===== src/rtl/ffc_pkg.sv =====
// Shared types and codes for the fixed/float converter pipeline.
`timescale 1ns / 1ps
`default_nettype none
package ffc_pkg;
    typedef enum logic [1:0] {
        OP_I2X = 2'd0,
        OP_F2X = 2'd1,
        OP_X2F = 2'd2,
        OP_X2I = 2'd3
    } op_t;

    localparam logic [1:0] ST_OK  = 2'd0;
    localparam logic [1:0] ST_SAT = 2'd1;
    localparam logic [1:0] ST_NAN = 2'd2;

    localparam logic [31:0] POS_MAX = 32'h7FFF_FFFF;
    localparam logic [31:0] NEG_MAX = 32'h8000_0000;
    // largest left shift of the float significand taken by the shift stage; decode saturates larger shifts
    localparam logic signed [9:0] SH_LIMIT = 10'sd8;
    localparam logic [4:0] R_LIMIT = 5'd25;

    typedef struct packed {
        logic               valid;
        op_t                op;
        logic               neg;
        logic               fin;     // result already final
        logic [31:0]        res;
        logic [1:0]         st;
        logic [23:0]        sig;
        logic signed [9:0]  sh;
        logic [31:0]        mag;
    } s1_t;

    typedef struct packed {
        logic               valid;
        op_t                op;
        logic               neg;
        logic               fin;
        logic [31:0]        res;
        logic [1:0]         st;
        logic [32:0]        fmag;    // float to fixed magnitude
        logic [31:0]        norm;    // fixed to float, msb at bit 31
        logic [4:0]         pos;
        logic               zero;
    } s2_t;
endpackage
`default_nettype wire


===== src/rtl/ffc_decode.sv =====
// Stage 1: decode, integer ops, float field unpack and specials.
`timescale 1ns / 1ps
`default_nettype none
module ffc_decode
    import ffc_pkg::*;
#(
    parameter int FRAC_BITS = 8
) (
    input  wire logic        clk,
    input  wire logic        rst_n,
    input  wire logic        in_valid,
    input  wire logic [1:0]  op,
    input  wire logic [31:0] operand,
    output s1_t              s1
);
    localparam logic signed [9:0] FB = 10'(FRAC_BITS);

    s1_t s1_reg;
    s1_t s1_next;

    always_comb
    begin
        logic signed [31:0] sv;
        logic [7:0] e;
        sv = $signed(operand);
        e = operand[30:23];
        s1_next = '0;
        s1_next.valid = in_valid;
        s1_next.op = op_t'(op);
        s1_next.neg = operand[31];
        s1_next.sig = {1'b1, operand[22:0]};
        s1_next.sh = $signed({2'b00, e}) - 10'sd150 + FB;
        s1_next.mag = operand[31] ? (32'd0 - operand) : operand;
        s1_next.st = ST_OK;
        case (op_t'(op))
            OP_I2X:
            begin
                s1_next.fin = 1'b1;
                if (((sv <<< FRAC_BITS) >>> FRAC_BITS) != sv)
                begin
                    s1_next.st = ST_SAT;
                    s1_next.res = operand[31] ? NEG_MAX : POS_MAX;
                end
                else
                    s1_next.res = 32'(sv <<< FRAC_BITS);
            end
            OP_F2X:
            begin
                if (e == 8'hFF)
                begin
                    s1_next.fin = 1'b1;
                    if (operand[22:0] != 23'd0)
                    begin
                        s1_next.st = ST_NAN;
                        s1_next.res = 32'd0;
                    end
                    else
                    begin
                        s1_next.st = ST_SAT;
                        s1_next.res = operand[31] ? NEG_MAX : POS_MAX;
                    end
                end
                else if (e == 8'd0)
                begin
                    s1_next.fin = 1'b1;
                    s1_next.res = 32'd0;
                end
                else if (s1_next.sh > SH_LIMIT)
                begin
                    s1_next.fin = 1'b1;
                    s1_next.st = ST_SAT;
                    s1_next.res = operand[31] ? NEG_MAX : POS_MAX;
                end
            end
            OP_X2I:
            begin
                s1_next.fin = 1'b1;
                s1_next.res = 32'(sv >>> FRAC_BITS);
            end
            default: s1_next.fin = 1'b0;
        endcase
    end

    always_ff @(posedge clk or negedge rst_n)
    begin
        if (!rst_n)
            s1_reg <= '0;
        else
            s1_reg <= s1_next;
    end

    assign s1 = s1_reg;
endmodule
`default_nettype wire


===== src/rtl/ffc_shift.sv =====
// Stage 2: significand shift for float to fixed, normalize for fixed to float.
`timescale 1ns / 1ps
`default_nettype none
module ffc_shift
    import ffc_pkg::*;
(
    input  wire logic clk,
    input  wire logic rst_n,
    input  s1_t       s1,
    output s2_t       s2
);
    s2_t s2_reg;
    s2_t s2_next;

    always_comb
    begin
        logic [32:0] sig33;
        logic signed [9:0] nsh;
        logic [4:0] r;
        logic [4:0] p;
        sig33 = {9'd0, s1.sig};
        nsh = -s1.sh;
        r = nsh[4:0];
        p = 5'd0;
        for (int i = 0; i < 32; i++)
        begin
            if (s1.mag[i])
                p = 5'(i);
        end
        s2_next.valid = s1.valid;
        s2_next.op = s1.op;
        s2_next.neg = s1.neg;
        s2_next.fin = s1.fin;
        s2_next.res = s1.res;
        s2_next.st = s1.st;
        s2_next.pos = p;
        s2_next.zero = (s1.mag == 32'd0);
        s2_next.norm = s1.mag << (5'd31 - p);
        if (!s1.sh[9])
            s2_next.fmag = sig33 << s1.sh[3:0];
        else if (nsh > $signed({5'd0, R_LIMIT}))
            s2_next.fmag = 33'd0;
        else
            s2_next.fmag = (sig33 + (33'd1 << (r - 5'd1))) >> r;
    end

    always_ff @(posedge clk or negedge rst_n)
    begin
        if (!rst_n)
            s2_reg <= '0;
        else
            s2_reg <= s2_next;
    end

    assign s2 = s2_reg;
endmodule
`default_nettype wire


===== src/rtl/ffc_round.sv =====
// Stage 3: rounding, exponent, saturation and sign apply; output register.
`timescale 1ns / 1ps
`default_nettype none
module ffc_round
    import ffc_pkg::*;
#(
    parameter int FRAC_BITS = 8
) (
    input  wire logic        clk,
    input  wire logic        rst_n,
    input  s2_t              s2,
    output logic             done,
    output logic [31:0]      result,
    output logic [1:0]       status
);
    localparam logic [8:0] EXP_OFS = 9'(127 - FRAC_BITS);

    logic        done_reg;
    logic [31:0] result_reg;
    logic [1:0]  status_reg;
    logic [31:0] result_next;
    logic [1:0]  status_next;

    always_comb
    begin
        logic        up;
        logic [24:0] sig;
        logic [5:0]  p;
        logic [8:0]  ex;
        up = s2.norm[7] && ((s2.norm[6:0] != 7'd0) || s2.norm[8]);
        sig = {1'b0, s2.norm[31:8]} + {24'd0, up};
        p = {1'b0, s2.pos};
        if (sig[24])
        begin
            sig = sig >> 1;
            p = p + 6'd1;
        end
        ex = {3'd0, p} + EXP_OFS;
        result_next = s2.res;
        status_next = s2.st;
        if (!s2.fin)
        begin
            if (s2.op == OP_X2F)
                result_next = s2.zero ? 32'd0 : {s2.neg, ex[7:0], sig[22:0]};
            else if (!s2.neg)
            begin
                if (s2.fmag > {1'b0, POS_MAX})
                begin
                    status_next = ST_SAT;
                    result_next = POS_MAX;
                end
                else
                    result_next = s2.fmag[31:0];
            end
            else if (s2.fmag > {1'b0, NEG_MAX})
            begin
                status_next = ST_SAT;
                result_next = NEG_MAX;
            end
            else
                result_next = 32'd0 - s2.fmag[31:0];
        end
    end

    always_ff @(posedge clk or negedge rst_n)
    begin
        if (!rst_n)
            done_reg <= 1'b0;
        else
            done_reg <= s2.valid;
    end

    always_ff @(posedge clk)
    begin
        result_reg <= result_next;
        status_reg <= status_next;
    end

    assign done = done_reg;
    assign result = result_reg;
    assign status = status_reg;
endmodule
`default_nettype wire


===== src/rtl/float_fixed_point_converter_unit.sv =====
// Top level of the fixed-point / single-precision float converter.
//
//  channel   signals                 direction  beat taken when
//  command   start, op, operand      in         start && !busy
//  result    done, result, status    out        done (one cycle)
//
// Three-stage pipeline: an accepted beat is registered in decode, then shift,
// then round, where done rises together with its result and status.
// One beat per cycle; busy stays low, since every stage advances each cycle.
// The stage registers and done clear on reset; result and status do not.
// The receiver cannot stall, so nothing is held back in the pipe.
`timescale 1ns / 1ps
`default_nettype none
module float_fixed_point_converter_unit
    import ffc_pkg::*;
#(
    parameter int FRAC_BITS = 8
) (
    input  wire logic        clk,
    input  wire logic        rst_n,
    input  wire logic        start,
    output logic             busy,
    input  wire logic [1:0]  op,
    input  wire logic [31:0] operand,
    output logic             done,
    output logic [31:0]      result,
    output logic [1:0]       status
);
    s1_t s1;
    s2_t s2;

    assign busy = 1'b0;

    ffc_decode #(.FRAC_BITS(FRAC_BITS)) u_decode (
        .clk      (clk),
        .rst_n    (rst_n),
        .in_valid (start && !busy),
        .op       (op),
        .operand  (operand),
        .s1       (s1)
    );

    ffc_shift u_shift (
        .clk   (clk),
        .rst_n (rst_n),
        .s1    (s1),
        .s2    (s2)
    );

    ffc_round #(.FRAC_BITS(FRAC_BITS)) u_round (
        .clk    (clk),
        .rst_n  (rst_n),
        .s2     (s2),
        .done   (done),
        .result (result),
        .status (status)
    );
endmodule
`default_nettype wire


===== config.mk =====
export PLATFORM = sky130hd
export DESIGN_NAME = float_fixed_point_converter_unit
export DESIGN_NICKNAME = d
export VERILOG_FILES = /design/src/rtl/ffc_pkg.sv /design/src/rtl/ffc_decode.sv /design/src/rtl/ffc_shift.sv /design/src/rtl/ffc_round.sv /design/src/rtl/float_fixed_point_converter_unit.sv
export SDC_FILE = /design/constraint.sdc
export NUM_CORES = 1
export LEC_CHECK = 0
export BUFFER_PORTS_ARGS = -buffer_cell sky130_fd_sc_hd__buf_2
export CAP_MARGIN = 10
export CORE_MARGIN = 8
export CORE_UTILIZATION = 59
export CTS_BUF_LIST = sky130_fd_sc_hd__clkbuf_4
export DETAILED_ROUTE_END_ITERATION = 10
export GPL_TIMING_DRIVEN = 0
export HOLD_SLACK_MARGIN = 0.15
export PLACE_DENSITY = 0.8
export SLEW_MARGIN = 25
export SYNTH_ARGS = -nofsm -noshare
export SYNTH_HDL_FRONTEND = slang
export SYNTH_HIERARCHICAL = 1
export SYNTH_SLANG_ARGS = --single-unit

===== constraint.sdc =====
create_clock -name clk -period 6.68 [get_ports clk]
set_input_delay 1.002 -clock clk [delete_from_list [all_inputs] [get_ports clk]]
set_output_delay 1.002 -clock clk [all_outputs]
set_load 0.02 [all_outputs]

==> out/results.txt <==
The cell depth of the worst min-delay path works out to 0. The top cell types in the final layout, fill and taps aside, are 215 x dfrtp_1, 211 x nand2_1, 183 x nor2_1, 106 x o21ai_0, 102 x a21oi_1. The worst endpoint data arrival time came out at 7010 ps. The number of vias per cell after detailed routing is 6.815, and the max-slew violation count is 0. Counting flops with a built-in enable in the synthesized netlist gives 0. Global routing used 34.23% of the available tracks across all layers. CTS saw 249 sinks. Area overhead of the layout relative to synthesis: 10.80%.

The worst setup path is launched from a flip-flop. The total routed wirelength was 63410 um; the number of different library cells in the post-synthesis netlist was 116. The floorplan step set the die height to 189.3 um. Summed over all instances, the cell type with the most area after synthesis is dfrtp_1. The worst path needs 6480 ps of the cycle, external delays included. In this run the worst path has a maximum fanout of 11.

The number of placed instances, taps included, is 2485. The placeable core region came out at 29640 um2. The power density of the placed cells was 257.0 nW/um2. The port buffer count came out at 69. The number of failing hold endpoints at the final stage was 0; the later-pin clock latency in the skew report was 720 ps. The number of clock buffers inserted by TritonCTS is 61. The run gives 8.253 nW as the cell leakage power. The number of failing setup endpoints in the final timing report is 0, and the total vias in the final route is 17770. The count of nets left with antenna violations after detail routing is 0. The worst setup slack after layout was 199.9 ps. CTS placed an instance of clkbuf_4 at the clock tree root.

Headroom to the max-slew limit came out at 31.02%. Yosys attributes the largest share of cell area to dfrtp_1 30%, mux2i_1 5.5%, nand2_1 4.5%, nor2_1 3.9%, dfxtp_1 3.8%. After detailed routing, the number of remaining DRC violations is 0. When the netlist entered floorplanning its net count stood at 2110. At the pin with the least slew margin, the transition time is 1031 ps.

For the maximum vdd drop, the log shows 0.2201 mV. The logs give 1.025 for the final RePlAce weighted congestion and 6 for the length of the first detailed-routing pass in iterations. The worst register-to-register path ends at u_shift/s2[40]. Setup repair after global routing left no endpoint under its margin. In this run the worst setup path begins at u_decode/s1[33]. The setup slack of the worst register-to-register path is 200 ps. For this configuration, the core starts out at a cell density of 59.77%. The number of warnings issued by yosys was 6.

The area share of the largest cell type after synthesis is 30.37%, and the global-route wire length before repair is 96210 um. The number of storage elements in the synthesis netlist was 249; the x dimension of the die was 189.3 um. The tools report the count of boundary I/O pins as 73. TritonCTS built the clock tree. Timing analysis after detailed placement gives a worst setup slack of -1112 ps. Data on the critical path is required at its endpoint by 7210 ps. In the final routed layout, each cell accounts on average for 24.32 um. In the synthesized netlist the async set-or-reset flop fraction comes to 86.35%.

The initial DRC count was 2298. The number of antenna violations at the first check in global routing is 2, and the via count of the first global-routing pass is 16310. In the synthesized netlist the dominant register cell turns out to be dfrtp_1. The tools report the largest buffer count on any clock path as 3.

The H-tree was split into 2 levels. STA classifies the critical path endpoint as a flip-flop. After technology mapping, the gate count stands at 2024.

The number of cells on the worst reg-to-reg path is 23. For this run the aggregate overflow at the end of global routing stands at 0. The run finished with clean final reports.

Of the available clock period, the critical path in the final layout requires 97.01%. Entering global routing, the biggest net connects 102 pins. Worst hold path class: flip-flop to flip-flop. The most common cell after layout, fill and taps aside was dfrtp_1.

The tools report the final cell count without fillers as 2607. The worst register-to-register path begins at u_decode/s1[33]. Between clock sinks in the finished design, the worst skew comes to 60.77 ps.

The synthesized netlist occupies a cell area of 17710 um2. Across the run, the number of max-cap violations was 0. The highest attainable clock frequency is 154.3 MHz, and the mean post-synth cell area is 8.752 um2.

Number of flip-flops under the largest register name: 110. The die covers 35830 um2. The half-perimeter wire length of the detailed placement result is 49790 um, and the share of post-route cells with drive strength above 1 is 15.57%. After floorplanning, the core was divided into 63 placement rows. The worst hold path begins at u_decode/s1[101]. Of the synthesized area, sequential elements account for 34.21%. Last element of the critical path: u_shift/s2[40].

The critical path is of the flip-flop to flip-flop type. The net count of the finished layout is 2249. The clock-pin slew on the worst setup and hold paths is 70 ps.
==> routing by layer <==
metal,share of wire (%),vias to the layer above,GRT usage [%]
li1,-,7882,-
met1,42,8447,48.50
met2,43,1237,50.29
met3,11,200,7.193
met4,4.4,2,14.04
met5,0.038,-,0
==> area by class of cell <==
cell class,count,area (um2)
diodes,1,2.502
multi-input cells,1606,11060
fillers,2539,10010
clock inverters,27,185.2
plain buffers,120,519.2
flip-flops and latches,249,6061
clock buffers,89,668.1
inverters,48,187.7
repair buffers,77,457.9
well taps,390,488.0
==> report_power, final <==
group | switching, mW | internal (mW) | total, mW
clock | 0.609 | 0.702 | 1.31
sequential | 0.206 | 1.71 | 1.92
combinational | 1.19 | 0.626 | 1.81
total | 2.00 | 3.04 | 5.04
==> worst max-delay path: stages, from the launching register on <==
cell and delay, ps:
dfrtp_1 490, inv_1 160, clkbuf_1 520, ha_2 410, ha_1 270, buf_2 220, nor2_4 180, xnor2_2 120
o21ai_2 240, nand2_1 120, nand2_2 160, nor2_1 70, ha_1 230, fa_1 430, a211oi_2 340, o211ai_2 220
and3_1 240, o211ai_1 310, a21oi_1 140, mux2_2 330, nor4_2 390, o21ai_1 260, mux2i_1 280, a31oi_1 140
==> synthesized netlist by cell type, drive strengths merged, types with 33 or more instances <==
| cell | count |
|---|---|
| nand3 | 60 |
| o211ai | 33 |
| a31oi | 40 |
| mux2 | 43 |
| ha | 48 |
| o21ai | 137 |
| clkbuf | 82 |
| a211oi | 38 |
| mux2i | 97 |
| inv | 44 |
| a21oi | 106 |
| nor2 | 186 |
| nand2 | 212 |
| xnor2 | 61 |
| dfrtp | 215 |
| buf | 39 |
| nor3 | 48 |
| nand4 | 39 |
| dfxtp | 34 |
==> stage by stage <==
| step | power (mW) | TNS [ps] | utilization [%] | hold slack, ps | cell area [um2] |
|---|---|---|---|---|---|
| after CTS | 4.986 | 0 | 65.91 | 303.3 | 19540 |
| after floorplan | 3.040 | 0 | - | 331.2 | 17710 |
| after detailed placement | 3.662 | -22070 | 62.82 | 334.7 | 18620 |
| after global placement | 3.631 | -19930 | 62.58 | 334.8 | 18550 |
| after global routing | 5.275 | 0 | 66.22 | 326.7 | 19630 |
| final | 5.045 | 0 | 66.22 | 287.2 | 19630 |
==> logic make-up after synthesis <==
group | after synthesis | share of synthesized area (%)
adder cells (fa/ha/maj) | 50 | 3.560
multiplexers | 156 | 10.25
buffers and inverters | 169 | 3.941
AND/OR/NAND/NOR | 728 | 20.67
other | 2 | 0.04239
flip-flops | 249 | 34.21
AO/OA/AOI/OAI | 581 | 22.71
XOR/XNOR | 89 | 4.612
==> worst min path at each step <==
stage | end | slack (ps)
2_1_floorplan | u_round/done | 330
3_3_place_gp | u_shift/s2[105] | 330
3_5_place_dp | u_shift/s2[106] | 330
4_1_cts | u_shift/s2[106] | 300
5_1_grt | u_shift/s2[101] | 330
6_report | u_shift/s2[106] | 290
==> timing repair <==
item	in CTS	in global routing
buffers inserted	0	5
hold buffers	1	0
setup endpoints to repair	29	28
resized for setup	11	13
hold endpoints to repair	18	0
pin swaps	0	7
No activity file was read; power rests on OpenSTA's default activity.
